--- config.mk ---
export PLATFORM = sky130hd
export DESIGN_NAME = audio_tail_fade_clipper_flat
export DESIGN_NICKNAME = d
export VERILOG_FILES = /design/src/hw/rtl/atfc_pkg.sv /design/src/hw/rtl/atfc_ifs.sv /design/src/hw/rtl/atfc_pos.sv /design/src/hw/rtl/atfc_chan.sv /design/src/hw/rtl/audio_tail_fade_clipper.sv /design/src/flat_wrapper.sv
export VERILOG_INCLUDE_DIRS = /design/src /design/src/hw/rtl
export SDC_FILE = /design/constraint.sdc
export NUM_CORES = 2
export LEC_CHECK = 0
export BUFFER_PORTS_ARGS = -buffer_cell sky130_fd_sc_hd__buf_2
export CAP_MARGIN = 40
export CORE_ASPECT_RATIO = 0.5
export CORE_MARGIN = 5
export CORE_UTILIZATION = 55
export CTS_BUF_LIST = sky130_fd_sc_hd__clkbuf_4 sky130_fd_sc_hd__clkbuf_8
export CTS_CLUSTER_SIZE = 20
export DETAILED_ROUTE_END_ITERATION = 7
export GPL_ROUTABILITY_DRIVEN = 0
export PLACE_DENSITY = 0.8
export SETUP_SLACK_MARGIN = 0.4
export SYNTH_ARGS = -nofsm -noshare
export SYNTH_HDL_FRONTEND = slang
export SYNTH_HIERARCHICAL = 1
export SYNTH_SLANG_ARGS = --single-unit
--- constraint.sdc ---
create_clock -name clk -period 10.85 [get_ports clk]
set_input_delay 0.5425 -clock clk [delete_from_list [all_inputs] [get_ports clk]]
set_output_delay 0.5425 -clock clk [all_outputs]
set_load 0.01 [all_outputs]
--- src/hw/rtl/audio_tail_fade_clipper_assert.svh ---
// Assertion macros shared by the fade clipper RTL.
`ifndef AUDIO_TAIL_FADE_CLIPPER_ASSERT_SVH
`define AUDIO_TAIL_FADE_CLIPPER_ASSERT_SVH

// Same-cycle implication, disabled while reset is asserted.
`define ATFC_ASSERT_IMP(name, clk, rst_n, ante, cons, msg) \
	name: assert property (@(posedge clk) disable iff (!rst_n) (ante) |-> (cons)) \
		else $error(msg);

// Next-cycle implication, disabled while reset is asserted.
`define ATFC_ASSERT_NXT(name, clk, rst_n, ante, cons, msg) \
	name: assert property (@(posedge clk) disable iff (!rst_n) (ante) |=> (cons)) \
		else $error(msg);

`endif

--- src/hw/rtl/atfc_pkg.sv ---
// Shared types and constants of the tail fade clipper.
`timescale 1ns / 1ps
`default_nettype none
package atfc_pkg;

	localparam int POS_W      = 41;
	localparam int END_W      = 40;
	localparam int TAIL_W     = 24;
	localparam int CFG_DATA_W = 64;
	localparam int CFG_ADDR_W = 4;

	// Register select, taken from paddr[3] (64-bit registers at 8-byte stride).
	localparam logic REG_END_SAMPLE   = 1'b0;
	localparam logic REG_TAIL_SAMPLES = 1'b1;

	// Fade setting for one item, handed from the position tracker to the datapath.
	typedef struct packed {
		logic              fading;
		logic              last;
		logic [TAIL_W-1:0] num;
		logic [TAIL_W-1:0] den;
	} fade_ctrl_t;

endpackage
`default_nettype wire

--- src/hw/rtl/atfc_ifs.sv ---
// Stream interfaces for sample items and PCM result items.
`timescale 1ns / 1ps
`default_nettype none
interface atfc_sample_if #(
	parameter int SAMPLE_BITS = 24
);
	logic                          valid;
	logic                          ready;
	logic signed [SAMPLE_BITS-1:0] left_in;
	logic signed [SAMPLE_BITS-1:0] right_in;

	modport source (output valid, output left_in, output right_in, input ready);
	modport sink (input valid, input left_in, input right_in, output ready);
endinterface

interface atfc_pcm_if #(
	parameter int PCM_BITS = 16
);
	logic                       valid;
	logic                       ready;
	logic signed [PCM_BITS-1:0] left_pcm;
	logic signed [PCM_BITS-1:0] right_pcm;
	logic                       clip_seen;
	logic                       last_sample;

	modport source (output valid, output left_pcm, output right_pcm,
		output clip_seen, output last_sample, input ready);
	modport sink (input valid, input left_pcm, input right_pcm,
		input clip_seen, input last_sample, output ready);
endinterface
`default_nettype wire

--- src/hw/rtl/atfc_pos.sv ---
// Sample position counter and fade gain fraction for each item.
`timescale 1ns / 1ps
`default_nettype none
module atfc_pos (
	input  wire logic                       clk,
	input  wire logic                       arst_n,
	input  wire logic                       start,
	input  wire logic [atfc_pkg::END_W-1:0]  end_sample,
	input  wire logic [atfc_pkg::TAIL_W-1:0] tail_samples,
	output      atfc_pkg::fade_ctrl_t        ctl,
	output      logic                       done
);
	import atfc_pkg::*;

	logic [POS_W-1:0]  pos_q;
	logic              v_s1;
	logic [POS_W-1:0]  offset_s1;
	logic              ge_s1;
	logic              last_s1;
	logic [POS_W:0]    diff;
	logic [POS_W-1:0]  last_pos;
	logic [TAIL_W-1:0] den;
	logic              in_range;
	fade_ctrl_t        ctl_q;
	logic              done_q;

	// Stage 1: offset into the tail, tail reached, last position.
	assign diff     = {1'b0, pos_q} - (POS_W + 1)'(end_sample);
	assign last_pos = POS_W'(end_sample) + POS_W'(tail_samples) - POS_W'(1);

	// Stage 2: gain numerator, clamped at zero past the tail.
	assign den      = tail_samples - TAIL_W'(1);
	assign in_range = (offset_s1[POS_W-1:TAIL_W] == '0) && (offset_s1[TAIL_W-1:0] < den);

	always_ff @(posedge clk or negedge arst_n) begin
		if (!arst_n) begin
			pos_q  <= '0;
			v_s1   <= 1'b0;
			done_q <= 1'b0;
		end else begin
			v_s1   <= start;
			done_q <= v_s1;
			if (v_s1) begin
				pos_q <= last_s1 ? '0 : pos_q + POS_W'(1);
			end
		end
	end

	always_ff @(posedge clk) begin
		if (start) begin
			offset_s1 <= diff[POS_W-1:0];
			ge_s1     <= !diff[POS_W];
			last_s1   <= (pos_q == last_pos);
		end
		if (v_s1) begin
			ctl_q.fading <= (tail_samples != '0) && ge_s1;
			ctl_q.last   <= last_s1;
			ctl_q.den    <= den;
			ctl_q.num    <= in_range ? den - offset_s1[TAIL_W-1:0] : '0;
		end
	end

	assign ctl  = ctl_q;
	assign done = done_q;

endmodule
`default_nettype wire

--- src/hw/rtl/atfc_chan.sv ---
// Shared per-channel datapath: fade multiply, restoring divide, clip, PCM scale.
`timescale 1ns / 1ps
`default_nettype none
`include "audio_tail_fade_clipper_assert.svh"
module atfc_chan #(
	parameter int SAMPLE_BITS = 24,
	parameter int PCM_BITS    = 16
) (
	input  wire logic                   clk,
	input  wire logic                   arst_n,
	input  wire logic                   start,
	input  wire logic [SAMPLE_BITS-1:0] mag,
	input  wire logic                   neg,
	input  wire atfc_pkg::fade_ctrl_t   ctl,
	output      logic                   done,
	output      logic                   clip,
	output      logic [PCM_BITS-1:0]    pcm
);
	import atfc_pkg::*;

	localparam int FRAC_BITS = SAMPLE_BITS - 4;
	localparam int PW        = SAMPLE_BITS + TAIL_W;
	localparam int RW        = TAIL_W + 1;
	localparam int CW        = $clog2(SAMPLE_BITS);
	localparam logic [SAMPLE_BITS-1:0] ONE_Q = SAMPLE_BITS'(64'd1 << FRAC_BITS);
	localparam logic [TAIL_W-1:0] PCM_SCALE = TAIL_W'((64'd1 << (PCM_BITS - 1)) - 64'd1);
	localparam logic [PW-1:0] HALF_Q = PW'(64'd1 << (FRAC_BITS - 1));

	localparam logic [2:0] S_IDLE  = 3'd0;
	localparam logic [2:0] S_MUL   = 3'd1;
	localparam logic [2:0] S_LOAD  = 3'd2;
	localparam logic [2:0] S_DIV   = 3'd3;
	localparam logic [2:0] S_CLIP  = 3'd4;
	localparam logic [2:0] S_SCALE = 3'd5;
	localparam logic [2:0] S_ROUND = 3'd6;

	logic [2:0]             state_q;
	logic [CW-1:0]          cnt_q;
	logic                   done_q;
	logic                   clip_q;
	logic [SAMPLE_BITS-1:0] mag_q;
	logic                   neg_q;
	logic [PW-1:0]          prod_q;
	logic [RW-1:0]          rem_q;
	logic [RW-1:0]          dvs_q;
	logic [SAMPLE_BITS-1:0] quo_q;
	logic [PCM_BITS-1:0]    pcm_q;

	logic [TAIL_W-1:0]      mul_b;
	logic [PW-1:0]          prod_c;
	logic [PW:0]            dividend;
	logic [RW:0]            r2;
	logic [RW:0]            r2_sub;
	logic                   q_bit;
	logic [SAMPLE_BITS-1:0] quo_next;
	logic [PW-1:0]          rnd_sum;
	logic [PW-1:0]          rnd_shift;
	logic [PCM_BITS-1:0]    pcm_mag;

	// One multiplier serves both the fade product and the PCM scale.
	assign mul_b  = (state_q == S_MUL) ? ctl.num : PCM_SCALE;
	assign prod_c = PW'(mag_q) * PW'(mul_b);

	// Rounded quotient: (2*mag*num + den) / (2*den).
	assign dividend = {prod_q, 1'b0} + (PW + 1)'(ctl.den);

	// One restoring step per cycle.
	assign r2       = {rem_q, quo_q[SAMPLE_BITS-1]};
	assign r2_sub   = r2 - {1'b0, dvs_q};
	assign q_bit    = (r2 >= {1'b0, dvs_q});
	assign quo_next = {quo_q[SAMPLE_BITS-2:0], q_bit};

	assign rnd_sum   = prod_q + HALF_Q;
	assign rnd_shift = rnd_sum >> FRAC_BITS;
	assign pcm_mag   = rnd_shift[PCM_BITS-1:0];

	always_ff @(posedge clk or negedge arst_n) begin
		if (!arst_n) begin
			state_q <= S_IDLE;
			cnt_q   <= '0;
			done_q  <= 1'b0;
			clip_q  <= 1'b0;
		end else begin
			done_q <= 1'b0;
			case (state_q)
				S_IDLE: begin
					if (start) begin
						clip_q  <= 1'b0;
						state_q <= (ctl.fading && ctl.num != '0 && ctl.den != '0) ?
							S_MUL : S_CLIP;
					end
				end
				S_MUL: begin
					state_q <= S_LOAD;
				end
				S_LOAD: begin
					cnt_q   <= CW'(SAMPLE_BITS - 1);
					state_q <= S_DIV;
				end
				S_DIV: begin
					cnt_q <= cnt_q - CW'(1);
					if (cnt_q == '0) begin
						state_q <= S_CLIP;
					end
				end
				S_CLIP: begin
					if (mag_q > ONE_Q) begin
						clip_q <= 1'b1;
					end
					state_q <= S_SCALE;
				end
				S_SCALE: begin
					state_q <= S_ROUND;
				end
				S_ROUND: begin
					done_q  <= 1'b1;
					state_q <= S_IDLE;
				end
				default: begin
					state_q <= S_IDLE;
				end
			endcase
		end
	end

	always_ff @(posedge clk) begin
		case (state_q)
			S_IDLE: begin
				if (start) begin
					neg_q <= neg;
					mag_q <= (ctl.fading && (ctl.num == '0 || ctl.den == '0)) ? '0 : mag;
				end
			end
			S_MUL: begin
				prod_q <= prod_c;
			end
			S_LOAD: begin
				rem_q <= dividend[PW:SAMPLE_BITS];
				quo_q <= dividend[SAMPLE_BITS-1:0];
				dvs_q <= {ctl.den, 1'b0};
			end
			S_DIV: begin
				rem_q <= q_bit ? r2_sub[RW-1:0] : r2[RW-1:0];
				quo_q <= quo_next;
				if (cnt_q == '0) begin
					mag_q <= quo_next;
				end
			end
			S_CLIP: begin
				if (mag_q > ONE_Q) begin
					mag_q <= ONE_Q;
				end
			end
			S_SCALE: begin
				prod_q <= prod_c;
			end
			S_ROUND: begin
				pcm_q <= neg_q ? PCM_BITS'(0) - pcm_mag : pcm_mag;
			end
			default: begin
			end
		endcase
	end

	assign done = done_q;
	assign clip = clip_q;
	assign pcm  = pcm_q;

	`ATFC_ASSERT_IMP(a_rem_below_divisor, clk, arst_n, state_q == S_DIV, rem_q < dvs_q, "divider remainder not below divisor")
	`ATFC_ASSERT_IMP(a_quo_not_above_mag, clk, arst_n, state_q == S_DIV && cnt_q == '0, quo_next <= mag_q, "faded magnitude exceeds input magnitude")
	`ATFC_ASSERT_IMP(a_scale_after_clip, clk, arst_n, state_q == S_SCALE, mag_q <= ONE_Q, "magnitude above full scale reached PCM scaling")

endmodule
`default_nettype wire

--- src/hw/rtl/audio_tail_fade_clipper.sv ---
// Top level of the tail fade clipper: channels, config registers, sequencer.
// Usage:
//   sample_ch carries one stereo pair per item (left_in, right_in, signed Q4.20
//   with SAMPLE_BITS-4 fraction bits). pcm_ch returns one item per input item:
//   left_pcm/right_pcm as PCM_BITS signed PCM, the sticky clip_seen flag and
//   last_sample, set on position end_sample + tail_samples - 1.
//   Both channels are valid/ready; an item moves when both are high.
//   end_sample sits at byte address 0, tail_samples at 8 on the 64-bit APB port.
// Timing:
//   The block takes one item at a time. In the fade tail at nonzero gain both
//   channels pass in turn through one multiplier and a one-bit-per-cycle
//   restoring divider; otherwise the divide is skipped. The result goes valid
//   in the same cycle as the input is ready again.
// Reset and stalls:
//   arst_n clears both registers, the sample position and the clip flag.
//   A stalled receiver holds the result register; the next item is still taken
//   and worked, and its result waits until the register is free.
`timescale 1ns / 1ps
`default_nettype none
`include "audio_tail_fade_clipper_assert.svh"
module audio_tail_fade_clipper #(
	parameter int SAMPLE_BITS = 24,
	parameter int PCM_BITS    = 16
) (
	input  wire logic                           clk,
	input  wire logic                           arst_n,
	atfc_sample_if.sink                         sample_ch,
	atfc_pcm_if.source                          pcm_ch,
	input  wire logic                           psel,
	input  wire logic                           penable,
	input  wire logic                           pwrite,
	input  wire logic [atfc_pkg::CFG_ADDR_W-1:0] paddr,
	input  wire logic [atfc_pkg::CFG_DATA_W-1:0] pwdata,
	output      logic [atfc_pkg::CFG_DATA_W-1:0] prdata,
	output      logic                           pready
);
	import atfc_pkg::*;

	localparam logic [2:0] T_IDLE  = 3'd0;
	localparam logic [2:0] T_POS   = 3'd1;
	localparam logic [2:0] T_LEFT  = 3'd2;
	localparam logic [2:0] T_RIGHT = 3'd3;
	localparam logic [2:0] T_OUT   = 3'd4;

	logic [2:0]             state_q;
	logic [END_W-1:0]       end_sample_q;
	logic [TAIL_W-1:0]      tail_samples_q;
	logic                   clip_sticky_q;
	logic                   out_valid_q;

	logic [SAMPLE_BITS-1:0] mag_l_q;
	logic [SAMPLE_BITS-1:0] mag_r_q;
	logic                   neg_l_q;
	logic                   neg_r_q;
	logic [PCM_BITS-1:0]    pcm_l_q;
	logic [PCM_BITS-1:0]    out_l_q;
	logic [PCM_BITS-1:0]    out_r_q;
	logic                   out_clip_q;
	logic                   out_last_q;

	logic                   accept;
	logic                   cfg_wr;
	logic                   pos_done;
	fade_ctrl_t             fade_ctl;
	logic                   chan_start;
	logic                   chan_right;
	logic                   chan_done;
	logic                   chan_clip;
	logic [PCM_BITS-1:0]    chan_pcm;
	logic                   out_load;
	logic [SAMPLE_BITS-1:0] raw_l;
	logic [SAMPLE_BITS-1:0] raw_r;

	// ---------------- config port ----------------
	assign pready = 1'b1;
	assign cfg_wr = psel && penable && pwrite;

	always_ff @(posedge clk or negedge arst_n) begin
		if (!arst_n) begin
			end_sample_q   <= '0;
			tail_samples_q <= '0;
		end else if (cfg_wr) begin
			case (paddr[3])
				REG_END_SAMPLE:   end_sample_q   <= pwdata[END_W-1:0];
				REG_TAIL_SAMPLES: tail_samples_q <= pwdata[TAIL_W-1:0];
				default: begin
				end
			endcase
		end
	end

	always_comb begin
		case (paddr[3])
			REG_END_SAMPLE:   prdata = CFG_DATA_W'(end_sample_q);
			REG_TAIL_SAMPLES: prdata = CFG_DATA_W'(tail_samples_q);
			default:          prdata = '0;
		endcase
	end

	// ---------------- input side ----------------
	// Take a new item only while the sequencer is free.
	assign sample_ch.ready = (state_q == T_IDLE);
	assign accept          = sample_ch.valid && sample_ch.ready;

	assign raw_l = sample_ch.left_in;
	assign raw_r = sample_ch.right_in;

	// Hold magnitude and sign of both channels for the shared datapath.
	always_ff @(posedge clk) begin
		if (accept) begin
			neg_l_q <= raw_l[SAMPLE_BITS-1];
			neg_r_q <= raw_r[SAMPLE_BITS-1];
			mag_l_q <= raw_l[SAMPLE_BITS-1] ? SAMPLE_BITS'(0) - raw_l : raw_l;
			mag_r_q <= raw_r[SAMPLE_BITS-1] ? SAMPLE_BITS'(0) - raw_r : raw_r;
		end
	end

	// ---------------- position tracker ----------------
	atfc_pos u_pos (
		.clk          (clk),
		.arst_n       (arst_n),
		.start        (accept),
		.end_sample   (end_sample_q),
		.tail_samples (tail_samples_q),
		.ctl          (fade_ctl),
		.done         (pos_done)
	);

	// ---------------- shared channel datapath ----------------
	// Left starts when the fade setting is ready, right when left is done.
	assign chan_right = (state_q == T_LEFT);
	assign chan_start = ((state_q == T_POS) && pos_done) || ((state_q == T_LEFT) && chan_done);

	atfc_chan #(
		.SAMPLE_BITS (SAMPLE_BITS),
		.PCM_BITS    (PCM_BITS)
	) u_chan (
		.clk    (clk),
		.arst_n (arst_n),
		.start  (chan_start),
		.mag    (chan_right ? mag_r_q : mag_l_q),
		.neg    (chan_right ? neg_r_q : neg_l_q),
		.ctl    (fade_ctl),
		.done   (chan_done),
		.clip   (chan_clip),
		.pcm    (chan_pcm)
	);

	// ---------------- sequencer ----------------
	// Load the result register only when it is empty or being drained.
	assign out_load = (state_q == T_OUT) && (!out_valid_q || pcm_ch.ready);

	always_ff @(posedge clk or negedge arst_n) begin
		if (!arst_n) begin
			state_q       <= T_IDLE;
			clip_sticky_q <= 1'b0;
			out_valid_q   <= 1'b0;
		end else begin
			if (chan_done && chan_clip) begin
				clip_sticky_q <= 1'b1;
			end
			if (out_load) begin
				out_valid_q <= 1'b1;
			end else if (pcm_ch.ready) begin
				out_valid_q <= 1'b0;
			end
			case (state_q)
				T_IDLE: begin
					if (accept) begin
						state_q <= T_POS;
					end
				end
				T_POS: begin
					if (pos_done) begin
						state_q <= T_LEFT;
					end
				end
				T_LEFT: begin
					if (chan_done) begin
						state_q <= T_RIGHT;
					end
				end
				T_RIGHT: begin
					if (chan_done) begin
						state_q <= T_OUT;
					end
				end
				T_OUT: begin
					if (out_load) begin
						state_q <= T_IDLE;
					end
				end
				default: begin
					state_q <= T_IDLE;
				end
			endcase
		end
	end

	always_ff @(posedge clk) begin
		if ((state_q == T_LEFT) && chan_done) begin
			pcm_l_q <= chan_pcm;
		end
		if (out_load) begin
			out_l_q    <= pcm_l_q;
			out_r_q    <= chan_pcm;
			out_clip_q <= clip_sticky_q;
			out_last_q <= fade_ctl.last;
		end
	end

	// ---------------- output side ----------------
	assign pcm_ch.valid       = out_valid_q;
	assign pcm_ch.left_pcm    = out_l_q;
	assign pcm_ch.right_pcm   = out_r_q;
	assign pcm_ch.clip_seen   = out_clip_q;
	assign pcm_ch.last_sample = out_last_q;

	`ATFC_ASSERT_NXT(a_busy_after_accept, clk, arst_n, accept, !sample_ch.ready, "new item taken while previous one in flight")
	`ATFC_ASSERT_IMP(a_clip_sticky, clk, arst_n, 1'b1, !$fell(clip_sticky_q), "clip flag cleared outside reset")
	`ATFC_ASSERT_IMP(a_no_overwrite, clk, arst_n, out_load, !out_valid_q || pcm_ch.ready, "pending result overwritten")

endmodule
`default_nettype wire

--- src/flat_wrapper.sv ---
// flat-port wrapper written by rule: the top's interface ports become plain ports
module audio_tail_fade_clipper_flat import atfc_pkg::*;
#(
	parameter int SAMPLE_BITS = 24,
	parameter int PCM_BITS    = 16
)
  (clk, arst_n, psel, penable, pwrite, paddr, pwdata, prdata, pready, sample_ch_valid, sample_ch_left_in, sample_ch_right_in, sample_ch_ready, pcm_ch_valid, pcm_ch_left_pcm, pcm_ch_right_pcm, pcm_ch_clip_seen, pcm_ch_last_sample, pcm_ch_ready);
  atfc_sample_if #(.SAMPLE_BITS(SAMPLE_BITS)) sample_ch_i ();
  atfc_pcm_if #(.PCM_BITS(PCM_BITS)) pcm_ch_i ();
  input  wire logic clk;
  input  wire logic arst_n;
  input  wire logic psel;
  input  wire logic penable;
  input  wire logic pwrite;
  input  wire logic [atfc_pkg::CFG_ADDR_W-1:0] paddr;
  input  wire logic [atfc_pkg::CFG_DATA_W-1:0] pwdata;
  output      logic [atfc_pkg::CFG_DATA_W-1:0] prdata;
  output      logic pready;
  input wire logic [$bits(sample_ch_i.valid)-1:0] sample_ch_valid;
  input wire logic [$bits(sample_ch_i.left_in)-1:0] sample_ch_left_in;
  input wire logic [$bits(sample_ch_i.right_in)-1:0] sample_ch_right_in;
  output wire logic [$bits(sample_ch_i.ready)-1:0] sample_ch_ready;
  output wire logic [$bits(pcm_ch_i.valid)-1:0] pcm_ch_valid;
  output wire logic [$bits(pcm_ch_i.left_pcm)-1:0] pcm_ch_left_pcm;
  output wire logic [$bits(pcm_ch_i.right_pcm)-1:0] pcm_ch_right_pcm;
  output wire logic [$bits(pcm_ch_i.clip_seen)-1:0] pcm_ch_clip_seen;
  output wire logic [$bits(pcm_ch_i.last_sample)-1:0] pcm_ch_last_sample;
  input wire logic [$bits(pcm_ch_i.ready)-1:0] pcm_ch_ready;
  assign sample_ch_i.valid = sample_ch_valid;
  assign sample_ch_i.left_in = sample_ch_left_in;
  assign sample_ch_i.right_in = sample_ch_right_in;
  assign sample_ch_ready = sample_ch_i.ready;
  assign pcm_ch_valid = pcm_ch_i.valid;
  assign pcm_ch_left_pcm = pcm_ch_i.left_pcm;
  assign pcm_ch_right_pcm = pcm_ch_i.right_pcm;
  assign pcm_ch_clip_seen = pcm_ch_i.clip_seen;
  assign pcm_ch_last_sample = pcm_ch_i.last_sample;
  assign pcm_ch_i.ready = pcm_ch_ready;
  audio_tail_fade_clipper #(.SAMPLE_BITS(SAMPLE_BITS), .PCM_BITS(PCM_BITS)) u_core (.clk(clk), .arst_n(arst_n), .sample_ch(sample_ch_i), .pcm_ch(pcm_ch_i), .psel(psel), .penable(penable), .pwrite(pwrite), .paddr(paddr), .pwdata(pwdata), .prdata(prdata), .pready(pready));
endmodule
# After elaboration in Yosys (flattened, before gate mapping)
# Cells that the tools add are included.
# W data, S select, Z words.
# totals
output_inout_bits,101
elab_cells,145
input_bits,123
ff_bits,477
# op_classes
eq_ne,19
add_sub_neg,13
reduce_logical,38
n_mux,33
mul,1
n_lt_le_gt_ge,3
n_bitwise,1
# op_table
cell,count
$mux W24,6
$pmux W64 S2,1
$pmux W24 S3,1
$reduce_bool A24 Y1,3
$pmux W25 S2,1
$add A49 B24 Y49,1
$logic_not A24 Y1,2
$mul A24 B24 Y48,1
$pmux W24 S2,1
$sub A1 B24 Y24 const A,2
$mux W23,2
$sub A41 B40 Y42,1
$add A40 B24 Y41,1
$add A41 B1 Y41 const B,1
$eq A41 B41 Y1,1
$mux W41,1
$sub A41 B1 Y41 const B,1
$add A36 B20 Y36 const B,1
$ge A26 B25 Y1,1
$mux W25,1
$sub A25 B25 Y25,1
$gt A24 B21 Y1 const B,1
$lt A24 B24 Y1,1
$mux W3,8
other kinds (29),67

# Depth between registers and ports, before layout
# logic_depth
ltp_word,6
ltp_mapped,32
ltp_nobuf,27

# Cells and area by module
# Netlist, hierarchy kept.
# by_module_without_submodules
mod,cells_per_inst,n_inst,seq_area_each_um2,area_each_um2
atfc_chan,3224,1,5114.9,29691.0
atfc_pos,1439,1,3868.7,12315.6
audio_tail_fade_clipper,504,1,4729.5,7479.7

# Worst setup path before layout
# Ideal clock, no wire load.
# synth_path
path_type,reg-to-reg
start,reg u_core.u_chan.state_q[0]
end,reg u_core.u_chan.prod_q[47] (data pin)
arrival_ns,7.781
t_required_ns,10.714
synth_period_minus_slack_ns,7.917
path_slack_ns,2.933
path_buffers,4
stages_incl_launch_ff,28
setup_time_ns,0.136
cell_sequence,dfrtp_1 -> clkbuf_1 -> inv_1 -> nor3_1 -> clkbuf_1 -> and2_1 -> clkbuf_1 -> clkbuf_1 -> nand2_1 -> fa_1 -> inv_1 -> fa_1 -> fa_1 -> fa_1 -> fa_1 -> fa_1 -> inv_1 -> fa_1 -> inv_1 -> ha_1 -> a21o_1 -> o21ai_0 -> o21ai_2 -> or4b_4 -> a41oi_4 -> o31ai_2 -> or4_1 -> nand3_1
# synth_between
elab_chain_cells,3
# synth_lines
item,line,text
"start, declared",atfc_chan.sv:37,logic [2:0] state_q;
"start signal, assigned",atfc_chan.sv:89,state_q <= (ctl.fading && ctl.num != '0 && ctl.den != '0) ?
$eq A3 B1 Y1,atfc_chan.sv:61,assign mul_b = (state_q == S_MUL) ? ctl.num : PCM_SCALE;
$mux W24,atfc_chan.sv:61,
$mul A24 B24 Y48,atfc_chan.sv:62,assign prod_c = PW'(mag_q) * PW'(mul_b);
named net u_core.u_chan.prod_c[47],atfc_chan.sv:50,logic [PW-1:0] prod_c;
"end signal, assigned",atfc_chan.sv:135,prod_q <= prod_c;
"end signal, assigned",atfc_chan.sv:155,prod_q <= prod_c;
"end, declared",atfc_chan.sv:43,logic [PW-1:0] prod_q;
# The timed path passes the listed nets, and every way through them passes these cells.
# A chain may end at the register's enable or synchronous reset.

# Worst setup path in the final report
# layout_path
start,reg u_core.u_chan.state_q[0]
end,reg u_core.u_chan.prod_q[43] (data pin)
# Same word-level chain as after synthesis.

==> flow_summary.toml <==
[status]
status = "completed"

[synth]
yosys_warnings = 6
synth_async_sr_flop_share = 0.2558
synthTopCellsByArea = "edfxtp_1 (22%), fa_1 (20%), ha_1 (9.0%)"
syn_inst = 5167
ys_seq_elements = 477
synth.top_cell.area_share = 0.2154
yosysSeqAreaShare = 0.2771
synth.distinct_cells = 100
synth_edf_count = 355
synth_commonest_cells = "inv_1 (780), nand2_1 (574), fa_1 (487)"
syn-mean-instance-area_um2 = 9.577
synth_ff_type = "edfxtp_1"
synth_area_mm2 = 0.04949
yosysMostFrequentCell = "inv_1"
yosysTopAreaCell = "edfxtp_1"

[drt]
wl_per_cell_um = 20.63
ant_nets = 0
drt_iter0_drc = 4683
first_pass_iters = 6
drc = 0
vias_per_cell = 5.966
wl_mm = 135.2
vias = 39086

[critical_path]
crit_buf_inv = 7
end_kind = "register"
max_stage_delay_ns = 0.58
crit_fanout = 32
critPathTopFamily = "adder cells"
cp-start-kind = "register"
cp.required_ns = 11.29
cp.arrival_ns = 9.40
cp_slowest_cell = "fa_1"
criticalPathCategory = "reg -> reg"
crit_top_cell = "fa_1"
ff2ff_setup_slack_ns = 1.90

[floorplanning]
die_h_um = 222.1
core_mm2 = 0.08883
ioPinCount = 224
num_rows = 77
start_util = 0.5571
die_area_mm2 = 0.09644
die_x_um = 434.2

[cells_and_area]
n_fill_cell = 7192
nets = 6268
synthToLayoutAreaGrowth_pct = 7.906
final_cell_count_no_fill = 6552
drive_gt1_frac = 0.1052

[grt]
grt_usage = 0.2786
antenna_found_initial = 5
grt_pass1_wl_mm = 213.6
first_global_vias = 39982
grt_use_met2 = 0.4530
overflow = 0
grt_max_degree = 66
grt_util_met1 = 0.3529
grt.busiest_layer = "met2"
grt_use_met3 = 0.06579

[clock_tree]
cts_resized = 0
cts_buffer_depth = 3
post_cts_buffers = 0
cts_tree = "yes"
numCtsBuffers = 75
clock_sinks = 477
clkSlewWorstSetupHoldPaths_ns = 0.06
cts-root-buf = "clkbuf_8"
htree_levels = 3
clock_latency_ns = 0.74

[sta]
setup-tns-final_ns = 0
fin_crit_sh = 0.8250
rsz0062_at_grt = "no"
skew_ns = 0.05102
finalHoldViolCount = 0
slew_headroom = 0.3160
slew_viol_final = 0
fin_crit_ns = 8.951
max_freq_mhz = 111.7
finalSetupViolCount = 0
worstMarginPinSlew_ns = 1.026

[place]
dp.cells = 6392
hpwl_mm = 104.2
portBuffers = 171

[job]
max_cap_viol_count = 0

[hold_path]
hold_path.class = "in -> reg"
layer usage:
metal  wire length [µm]  vias up
met2              63340     2095
met5                  0        -
met4               7106        0
li1                   -    17453
met1              51510    19050
met3              13240      488
path summary, 6_finish.rpt:
check,depth (start not counted),start,endpoint
min in group asynchronous,2,arst_n,u_core/end_sample_q[38]
setup / recovery,26,u_core/u_chan/state_q[0],u_core/u_chan/prod_q[43]
hold / removal,2,pwdata[35],u_core/end_sample_q[35]
max in group asynchronous,3,arst_n,u_core/u_pos/v_s1
hold reg to reg,0,u_core/pcm_l_q[15],u_core/pcm_ch.left_pcm[15]
setup reg to reg,26,u_core/u_chan/state_q[0],u_core/u_chan/prod_q[43]
state kept, by name (all words and copies together) (netlist names), 5 cells and up:
| name | count |
|---|---|
| u_core/pcm_l_q | 16 |
| u_core/mag_r_q | 24 |
| u_core/u_pos/offset_s1 | 41 |
| u_core/pcm_ch.right_pcm | 16 |
| u_core/pcm_ch.left_pcm | 16 |
| u_core/u_chan/quo_q | 24 |
| u_core/u_chan/prod_q | 48 |
| u_core/u_chan/pcm | 16 |
| u_core/u_pos/pos_q | 41 |
| u_core/u_pos/ctl | 50 |
| u_core/end_sample_q | 40 |
| u_core/u_chan/dvs_q | 24 |
| u_core/u_chan/mag_q | 24 |
| u_core/u_chan/cnt_q | 5 |
| u_core/tail_samples_q | 24 |
| u_core/u_chan/rem_q | 25 |
| u_core/mag_l_q | 24 |
per-stage QoR:
| step | hold WS, ns | worst slack [ns] | utilization | cell area [µm²] |
|---|---|---|---|---|
| 3_3_place_gp | 0.4030 | 1.373 | 0.5785 | 51380 |
| 2_1_floorplan | 0.2469 | 2.933 | - | 49570 |
| 6_report | 0.05547 | 1.899 | 0.6011 | 53400 |
| 5_1_grt | 0.02846 | 1.445 | 0.6011 | 53400 |
| 4_1_cts | 0.002052 | 2.016 | 0.6010 | 53390 |
| 3_5_place_dp | 0.4045 | 2.033 | 0.5810 | 51610 |
cells by family after synthesis:
family	Yosys count	share of synthesized area
mux	160	0.03545
flops	477	0.2771
simple gates	1563	0.1568
fa+ha+maj	843	0.2870
other cells	2	0.0001518
buf+inv	1005	0.07942
xor+xnor	328	0.05805
compound gates	789	0.1060
final cells by class:
type	instances	area, µm²	share of cell area
Antenna cell	4	10.01	0.0001875
Clock inverter	29	251.5	0.004710
Tap cell	1185	1483	0.02777
Inverter	780	2928	0.05483
Multi-Input combinational cell	3708	31970	0.5987
Clock buffer	109	1344	0.02517
Timing Repair Buffer	260	1699	0.03182
Sequential cell	477	13710	0.2568
layout by cell type (no fill, tap or decap), types with 56 or more instances in the layout:
cell / instances
ha_1: 356
o21ai_0: 148
dfrtp_1: 121
clkbuf_8: 84
buf_4: 57
a21o_1: 99
inv_1: 780
mux2_2: 121
nand3_1: 82
nor2_1: 223
and2_1: 160
nor3_1: 56
fa_1: 487
xnor2_1: 224
xor2_1: 104
and3_1: 112
buf_2: 170
nand2_1: 573
edfxtp_1: 355
nor2b_1: 105
a21oi_1: 210
timing repair:
item                       in CTS  in global routing
hold endpoints to repair       74                  0
hold buffers                   18                  0
setup endpoints to repair       0                  0
Power is left out: the tool's default activity adds up to more than one toggle a clock period on the data nets, which glitch-free logic cannot reach.
